## config.mk

```make
export PLATFORM = sky130hd
export DESIGN_NAME = gbr_cell
export DESIGN_NICKNAME = d
export VERILOG_FILES = /design/src/hw/rtl/gbr_pkg.sv /design/src/hw/rtl/gbr_cell.sv
export SDC_FILE = /design/constraint.sdc
export NUM_CORES = 1
export LEC_CHECK = 0
export ABC_AREA = 1
export CAP_MARGIN = 15
export CORE_UTILIZATION = 60
export CTS_CLUSTER_DIAMETER = 120
export DETAILED_ROUTE_END_ITERATION = 6
export DONT_BUFFER_PORTS = 1
export PLACE_DENSITY = 0.77
export SKIP_CTS_REPAIR_TIMING = 1
export SYNTH_ARGS = -nofsm -noshare
export SYNTH_HDL_FRONTEND = slang
export SYNTH_SLANG_ARGS = --single-unit
```

## constraint.sdc

```tcl
create_clock -name clock -period 5.6 [get_ports clock]
set_input_delay 1.68 -clock clock [delete_from_list [all_inputs] [get_ports clock]]
set_output_delay 1.68 -clock clock [all_outputs]
set_load 0.02 [all_outputs]
```

## src/hw/rtl/gbr_pkg.sv

```systemverilog
package gbr_pkg;

   localparam int BLUR_RADIUS = 2;
   localparam int WEIGHT_BITS = 16;
   localparam int MAX_WIDTH   = 1024;
   localparam int MAX_HEIGHT  = 1024;

   localparam int RAD_SEL   = (BLUR_RADIUS < 1) ? 0 : ((BLUR_RADIUS > 4) ? 3 : BLUR_RADIUS - 1);
   localparam int REACH     = (257 * (RAD_SEL + 1) + 99) / 100;
   localparam int TAPS      = 2 * REACH + 1;
   localparam int RING_ROWS = 2 * REACH + 2;
   localparam int TAB_LEN   = 12;
   localparam int DY_BITS   = $clog2(REACH + 1);
   localparam int WT_BITS   = WEIGHT_BITS + 1;
   localparam int ACC_BITS  = WEIGHT_BITS + 9;
   localparam int CFG_BITS  = 11;
   localparam int PIX_BITS  = 24;

   localparam logic [CFG_BITS-1:0] WIDTH_RESET  = 11'd640;
   localparam logic [CFG_BITS-1:0] HEIGHT_RESET = 11'd480;

   localparam logic REG_FRAME_WIDTH  = 1'b0;
   localparam logic REG_FRAME_HEIGHT = 1'b1;

   localparam logic KIND_PIXEL = 1'b0;
   localparam logic KIND_DRAIN = 1'b1;

   localparam logic [24:0] GAUSS_Q24 [4][TAB_LEN] = '{
      '{25'd16777216, 25'd10175897, 25'd2270550, 25'd186378, 25'd0, 25'd0,
        25'd0, 25'd0, 25'd0, 25'd0, 25'd0, 25'd0},
      '{25'd16777216, 25'd14805841, 25'd10175897, 25'd5446765, 25'd2270550,
        25'd737139, 25'd186378, 25'd0, 25'd0, 25'd0, 25'd0, 25'd0},
      '{25'd16777216, 25'd15870567, 25'd13434144, 25'd10175897, 25'd6897320,
        25'd4183436, 25'd2270550, 25'd1102750, 25'd479241, 25'd0, 25'd0, 25'd0},
      '{25'd16777216, 25'd16261035, 25'd14805841, 25'd12664107, 25'd10175897,
        25'd7681169, 25'd5446765, 25'd3628327, 25'd2270550, 25'd1334789,
        25'd737139, 25'd382420}
   };

   typedef logic [2:0][ACC_BITS-1:0] rgb_sum_type;
   typedef logic [REACH:0][REACH:0][WT_BITS-1:0] weight_table_type;

   function automatic logic [63:0] raw_weight(int a, int b);
      logic [63:0] prod;
      prod = 64'(GAUSS_Q24[RAD_SEL][a]) * 64'(GAUSS_Q24[RAD_SEL][b]);
      return prod >> 24;
   endfunction

   function automatic logic [63:0] raw_total();
      logic [63:0] sum;
      logic [63:0] mult;
      sum = 64'd0;
      for (int a = 0; a <= REACH; a++) begin
         for (int b = 0; b <= REACH; b++) begin
            mult = ((a != 0) ? 64'd2 : 64'd1) * ((b != 0) ? 64'd2 : 64'd1);
            sum = sum + raw_weight(a, b) * mult;
         end
      end
      return sum;
   endfunction

   localparam logic [63:0] RawTotal = raw_total();

   function automatic weight_table_type build_weights();
      weight_table_type tab;
      logic [63:0] given;
      logic [63:0] wq;
      logic [63:0] mult;
      tab = '0;
      given = 64'd0;
      for (int a = 0; a <= REACH; a++) begin
         for (int b = 0; b <= REACH; b++) begin
            wq = (raw_weight(a, b) << WEIGHT_BITS) / RawTotal;
            mult = ((a != 0) ? 64'd2 : 64'd1) * ((b != 0) ? 64'd2 : 64'd1);
            tab[a][b] = WT_BITS'(wq);
            given = given + wq * mult;
         end
      end
      tab[0][0] = tab[0][0] + WT_BITS'((64'd1 << WEIGHT_BITS) - given);
      return tab;
   endfunction

   localparam weight_table_type WEIGHTS = build_weights();

endpackage

```

## src/hw/rtl/gbr_cell.sv

```systemverilog
module gbr_cell #(
   parameter int TAP = 0
) (
   input  logic                                clock,
   input  logic [gbr_pkg::PIX_BITS-1:0]        pix_in,
   input  logic [gbr_pkg::DY_BITS-1:0]         dy_abs,
   input  gbr_pkg::rgb_sum_type                sum_in,
   output gbr_pkg::rgb_sum_type                sum_out
);

   localparam int DX_ABS = (TAP > gbr_pkg::REACH) ? TAP - gbr_pkg::REACH : gbr_pkg::REACH - TAP;

   logic [gbr_pkg::WT_BITS-1:0] weight;
   gbr_pkg::rgb_sum_type sum_ff;
   gbr_pkg::rgb_sum_type sum_in_next;

   assign weight = gbr_pkg::WEIGHTS[dy_abs][DX_ABS];

   always_comb begin
      for (int c = 0; c < 3; c++) begin
         sum_in_next[c] = sum_in[c]
            + gbr_pkg::ACC_BITS'(pix_in[8*c +: 8]) * gbr_pkg::ACC_BITS'(weight);
      end
   end

   always_ff @(posedge clock) begin
      sum_ff <= sum_in_next;
   end

   assign sum_out = sum_ff;

endmodule
```

Word level (Yosys, flattened, before mapping) --
Memory sizes are Yosys's and may differ from the RTL's. Cells that the tools add are included.
Cells by class: add/subtract/negate cells 3, multipliers 3, divide/modulo/power cells 0, magnitude comparators 1, equality and inequality tests 0, shift operators 0, mux-type cells 1, bitwise operators 0, reduce and logical (&&, ||, !) cells 0
Operator list (number):
- $mux 119 | 1
- $add 25x25->25 | 3
- $mul 8x17->25 | 3
- $lt 3x4->1 const B | 1
Word-level totals: bits in registers 75, latch bits 0, bits in writable memories 0, ROM bits 952, output and inout bits 75, memories kept 1
Memory list:
- (name not given) | words 8, width 119, read ports 1, clocked after memory_dff 0, write ports 0, line gbr_cell.sv:17 | assign weight = gbr_pkg::WEIGHTS[dy_abs][DX_ABS];

Depth between registers and ports, before layout --
Gate-level depths: netlist of run 1.
depth in word-level cells 4, mapped depth 24

Least setup slack after synthesis of run 1 --
OpenSTA, ideal clock, no wires.
path kind input-to-reg, start point input dy_abs[0] (netlist bit), end point register sum_ff, in the netlist sum_out[21], setup time 0.112 ns, data arrival time 5.407 ns, data required time 5.488 ns, path slack 0.081 ns, cell stages on the path 20, buffers on the path 1, cell sequence inv_1 > a21oi_1 > inv_1 > clkbuf_1 > nor2_1 > fa_1 > fa_1 > fa_1 > inv_1 > fa_1 > inv_1 > ha_1 > nand2_1 > or2_1 > nand2_1 > nand2_1 > nand2_2 > nand2_1 > nand2_1 > nand2_1
RTL lines:
- start, declared | line gbr_cell.sv:6 | input logic [gbr_pkg::DY_BITS-1:0] dy_abs,
- end signal, assigned | line gbr_cell.sv:27 | sum_ff <= sum_in_next;
- end, declared | line gbr_cell.sv:14 | gbr_pkg::rgb_sum_type sum_ff;

==> impl_metrics.csv, run 1 <==
group,metric,value,unit
cells_and_area,final_common_cell,"nand2_1",
cells_and_area,drive_gt1_share,5.81,%
critical_path,cpMostUsedCell,"nand2_1",
global_routing,grt_use_met1,33.5,%
critical_path,critPathTopFamily,"adder cells",
power,powerDensity,300,nW/um^2
timing,worstMarginPinSlew,0.318,ns
cells_and_area,num_antenna_cells,0,
critical_path,critPathBufInv,5,
route,drt_wl_total,19100,um
logic_synthesis,netlist_instances,1227,
global_routing,grt.overflow.total,0,
critical_path,crit_type,"in2reg",
critical_path,slowest_delay,0.51,ns
timing,fin_crit_sh,94.8,%
min_path,hp-class,"in2reg",
critical_path,critical_path.max_fanout,4,
global_routing,antenna_found_initial,0,
route,drtAntennaViolNets,0,
logic_synthesis,synth_fa_ha_area_share,36.5,%
critical_path,critical_path.cell_chain,"inv_1 > a21oi_1 > inv_1 > buf_4 > nor2_1 > fa_1 > fa_1 > fa_1 > inv_1 > fa_1 > inv_1 > ha_1 > nand2_1 > nor2_1 > nand2_1 > nand2_1 > nand2_1 > nand2_1 > nand2_1 > nand2_1 > nand2_1",
cells_and_area,syn2layout_area_growth,9.16,%
die,die-height,122,um
timing,final_hold_viol_count,0,
cells_and_area,layout_common_cells,"nand2_1 (333), inv_1 (323), nor2_1 (115)",
logic_synthesis,syn_area,8680,um^2
timing,rsz0062_at_grt,"false",
power,cellInternalPower,0.00159,W
die,core,14000,um^2
placed_design,gp_congestion,0.927,
timing,report.final.slew_viol_count,0,
route,avgViaCountPerCell,4.94,
route,dr_total_vias,7176,
power,p_switching,0.00125,W
die,ioPinCount,178,
route,wire_per_inst,13.1,um
cts,cts_root_buffer,"clkbuf_16",
timing,fin_hold_ws,1.42,ns
cells_and_area,multi_input_area,5910,um^2
global_routing,grt-busiest-layer,"met2",
cts,ctsLongestPathBuffers,2,
cells_and_area,final_util,67.8,%
timing,setup_viol,0,
logic_synthesis,synth_seq_area_share,17.3,%
power,p_clk_share,21.8,%
global_routing,grt_util_met2,45.2,%
cts,h-tree-depth,3,
global_routing,grtUsageMet3,7.76,%
power,power,0.00285,W
timing,period_needed,5.31,ns
critical_path,cp-start-kind,"input port",
cts,cts_tree,"yes",
route,drt_iter0_markers,413,
logic_synthesis,syn_nets,1531,
power,p_leak,5.76,nW
cts,cts_sinks,75,
logic_synthesis,synthFlopType,"dfxtp_1",
timing,max_freq,188,MHz
placed_design,dpl_cell_area,9170,um^2
route,drtPass1Iterations,5,
critical_path,crit_path_end_kind,"register",
logic_synthesis,async_flop_share,0,%
logic_synthesis,synthSimpleGateAreaFrac,26.2,%
logic_synthesis,muxShareOfSynthArea,0,%
critical_path,critPathRequiredTime,5.85,ns
cells_and_area,regArea,1500,um^2
die,die_w,122,um
logic_synthesis,synth_compound_area_share,2.03,%
die,row_count,43,
die,start_util,62.1,%
cells_and_area,fillCellCount,1219,
run_status,run_status,"finished clean",
logic_synthesis,avgSynthCellArea,7.08,um^2
cells_and_area,largest_register_ffs,75,
power,ir_worst_vdd,0.244,mV
cts,cts_buffers,9,
logic_synthesis,ys_ff_latch,75,
power,seqPwrFrac,33.0,%
critical_path,arrival,5.56,ns
logic_synthesis,synth_top_family_by_area,"adder cells",
power,combPwrFrac,45.2,%
logic_synthesis,ys_top_cells_by_area,"fa_1 (20%), dfxtp_1 (17%), ha_1 (16%)",
placed_design,io_buffers,0,
logic_synthesis,ys_types,31,
cells_and_area,finalNetCount,1574,
route,drc_errors,0,
placed_design,dp_hpwl,16500,um
logic_synthesis,yosysWarningCount,0,
timing,max_slew_margin,78.8,%
placed_design,place_inst,1439,
critical_path,slowest_stage,"fa_1",
logic_synthesis,synth_top_area_share,20.1,%
logic_synthesis,synth-xor-area-share,3.43,%
cts,clkTransAtPathRegs,0.06,ns
cells_and_area,final_area,9480,um^2
global_routing,grt_pass1_vias,7148,
run,drv_cap,0,
power,switching_share,44.0,%
global_routing,grt_pass1_wl,31500,um
die,die_area,15000,um^2
logic_synthesis,synth_edf_count,0,
cells_and_area,stdcell_count,1454,
global_routing,gr-usage-all-layers,27.2,%
global_routing,grt_max_degree,13,
logic_synthesis,netlist.top_cell.by_area,"fa_1",
## power by group through the flow
stage	Sequential [W]	Clock, W	Combinational, W
4_1_cts	0.000943	0.000636	0.00130
5_1_grt	0.000959	0.000651	0.00150
3_3_place_gp	0.000955	0	0.00125
3_5_place_dp	0.000953	0	0.00128
2_1_floorplan	0.000938	0	0.000952
6_report	0.000940	0.000620	0.00129
## synth_stat cells, types with 6 or more instances
cell type  number
nand2_1       333
inv_1         323
nor2_1        115
ha_1          114
fa_1           87
dfxtp_1        75
nand3_1        58
xor2_1         32
a21oi_1        21
nand4_1        10
nand3b_1        9
inv_2           6
nor3_1          6
## area by class of cell
| class | count | share of cell area (%) |
|---|---|---|
| Clock inverter | 5 | 0.831 |
| Tap cell | 180 | 2.38 |
| Sequential cell | 75 | 15.8 |
| Multi-Input combinational cell | 815 | 62.4 |
| Inverter | 330 | 13.1 |
| Timing Repair Buffer | 39 | 3.09 |
| Clock buffer | 10 | 2.42 |
## metal layers
| layer | share of wire, % | wire length [um] | vias up |
|---|---|---|---|
| met5 | 0 | 0 | - |
| met4 | 2.0 | 389 | 0 |
| met3 | 8.2 | 1560 | 30 |
| met2 | 46 | 8800 | 224 |
| met1 | 44 | 8370 | 3235 |
| li1 | - | - | 3687 |
## path summary, 6_finish.rpt
check                  start                  end  cells past startpoint
setup / recovery   dy_abs[0]  sum_out[47]$_DFF_P_                     21
hold / removal    sum_in[43]  sum_out[43]$_DFF_P_                      1
## stage by stage
| step | setup WS [ns] | TNS, ns |
|---|---|---|
| final | 0.292 | 0 |
| after detailed placement | -0.0443 | -0.173 |
| after floorplan | 0.0808 | 0 |
| after global routing | 0.00695 | 0 |
| after CTS | 0.339 | 0 |
| after global placement | 0.0242 | 0 |
## kinds of logic (layout without fill, tap and decap cells)
group | after synthesis | in the layout
XOR/XNOR | 34 | 34
buffers and inverters | 337 | 384
AO/OA/AOI/OAI | 31 | 31
flip-flops | 75 | 75
adder cells (fa/ha/maj) | 201 | 201
AND/OR/NAND/NOR | 549 | 549
Note: power is estimated with default switching activity, not from simulation.
==> inputs of run 2 (changes only) <==
--- a/config.mk
+++ b/config.mk
@@ -11,8 +11,10 @@
 export CTS_CLUSTER_DIAMETER = 120
 export DETAILED_ROUTE_END_ITERATION = 6
 export DONT_BUFFER_PORTS = 1
-export PLACE_DENSITY = 0.77
+export PLACE_DENSITY = 0.9
+export SETUP_SLACK_MARGIN = 0.4
 export SKIP_CTS_REPAIR_TIMING = 1
 export SYNTH_ARGS = -nofsm -noshare
 export SYNTH_HDL_FRONTEND = slang
 export SYNTH_SLANG_ARGS = --single-unit
+export TNS_END_PERCENT = 10
==> impl_metrics.csv, run 2 (same netlist as run 1, synthesis figures left out) <==
group,metric,value,unit
run_status,run_status,"finished clean",
run,drv_cap,0,
critical_path,slowest_stage,"fa_1",
cells_and_area,final_util,70.3,%
placed_design,gp_congestion,0.919,
global_routing,grt_pass1_wl,32400,um
critical_path,critical_path.cell_chain,"nor2_4 > nand2_4 > clkinvlp_4 > nand2_2 > fa_1 > fa_1 > inv_1 > fa_1 > inv_1 > fa_1 > inv_2 > ha_4 > nand2_4 > inv_1 > a21oi_1 > nand2_1 > nand2_1 > nand2_2 > xor2_1",
cells_and_area,drive_gt1_share,10.5,%
die,start_util,62.1,%
cts,h-tree-depth,3,
route,drtAntennaViolNets,0,
cells_and_area,syn2layout_area_growth,13.2,%
timing,setup_viol,0,
cells_and_area,regArea,1500,um^2
timing,fin_crit_sh,92.3,%
global_routing,gr-usage-all-layers,27.7,%
timing,worstMarginPinSlew,0.381,ns
timing,layout_setup_ws,0.433,ns
route,avgViaCountPerCell,5.29,
timing,report.final.slew_viol_count,0,
critical_path,critPathRequiredTime,5.84,ns
timing,period_needed,5.17,ns
power,powerDensity,319,nW/um^2
die,die-height,122,um
route,wire_per_inst,14.7,um
cts,cts_root_buffer,"clkbuf_16",
critical_path,critical_path.max_fanout,8,
cells_and_area,fillCellCount,1090,
cts,cts_sinks,75,
die,row_count,43,
timing,tns,0,ns
critical_path,arrival,5.41,ns
timing,max_freq,194,MHz
power,power,0.00314,W
cells_and_area,finalNetCount,1562,
min_path,hp-class,"in2reg",
power,ir_worst_vdd,0.299,mV
critical_path,cp-start-kind,"input port",
cts,cts_buffers,9,
critical_path,crit_type,"in2reg",
cells_and_area,multi_input_area,6290,um^2
global_routing,grt.overflow.total,0,
route,drtPass1Iterations,6,
critical_path,cpMostUsedCell,"fa_1",
critical_path,critPathTopFamily,"adder cells",
cells_and_area,layout_common_cells,"inv_1 (316), nand2_1 (314), nor2_1 (101)",
critical_path,slowest_delay,0.52,ns
global_routing,antenna_found_initial,0,
cts,clkTransAtPathRegs,0.06,ns
cells_and_area,final_common_cell,"inv_1",
cells_and_area,largest_register_ffs,75,
die,core,14000,um^2
route,dr_total_vias,7626,
route,drt_wl_total,21300,um
global_routing,grt_max_degree,19,
placed_design,dp_slack,0.00534,ns
die,die_area,15000,um^2
route,drc_errors,0,
critical_path,critPathBufInv,5,
placed_design,io_buffers,0,
cells_and_area,num_antenna_cells,0,
timing,max_slew_margin,74.6,%
die,ioPinCount,178,
power,p_leak,5.75,nW
critical_path,crit_path_end_kind,"register",
cts,ctsLongestPathBuffers,2,
timing,final_hold_viol_count,0,
route,drt_iter0_markers,401,
die,die_w,122,um
timing,rsz0062_at_grt,"true",
global_routing,grt_pass1_vias,7468,
cts,cts_tree,"yes",
placed_design,dp_hpwl,16700,um
-- run 2: changes by cell type in the layout (fill, tap and decap cells not counted), moves of 13 or more --
cell     delta
nand2_1    -19
ha_4       +13
buf_4      -16
ha_1       -14
nor2_1     -14
nand2_2    +15
-- run 2: final timing paths --
path,startpoint,end,slack [ns],depth (start not counted)
setup / recovery,dy_abs[1],sum_out[17]$_DFF_P_,0.43,19
hold / removal,sum_in[43],sum_out[43]$_DFF_P_,1.42,1
-- run 2: through the flow --
stage               hold slack [ns]  std cells  cell area (um^2)
global placement               1.78       1414              9090
detailed placement             1.78       1414              9090
finish                         1.42       1442              9830
CTS                            1.41       1429              9440
global route                   1.41       1442              9830
floorplan                      1.78       1227              8820
-- run 2: where the power goes --
part | leakage [nW] | switching (W) | internal, W
clock network | 0.166 | 0.000228 | 0.000446
registers | 0.633 | 0.000244 | 0.000698
logic | 4.95 | 0.000926 | 0.000599
-- run 2: cell type report --
cell class | instances | share of cell area (%)
multi-input combinational | 815 | 64.0
inverter | 330 | 12.8
sequential | 75 | 15.3
tap | 180 | 2.29
clock buffer | 11 | 2.47
timing repair buffer | 27 | 2.21
clock inverter | 4 | 1.01
-- run 2: routing by layer --
| metal | track usage, % | routed length (um) |
|---|---|---|
| met2 | 48.8 | 10400 |
| met5 | 0 | 0 |
| met4 | 13.3 | 747 |
| met3 | 7.39 | 1760 |
| met1 | 30.9 | 8310 |
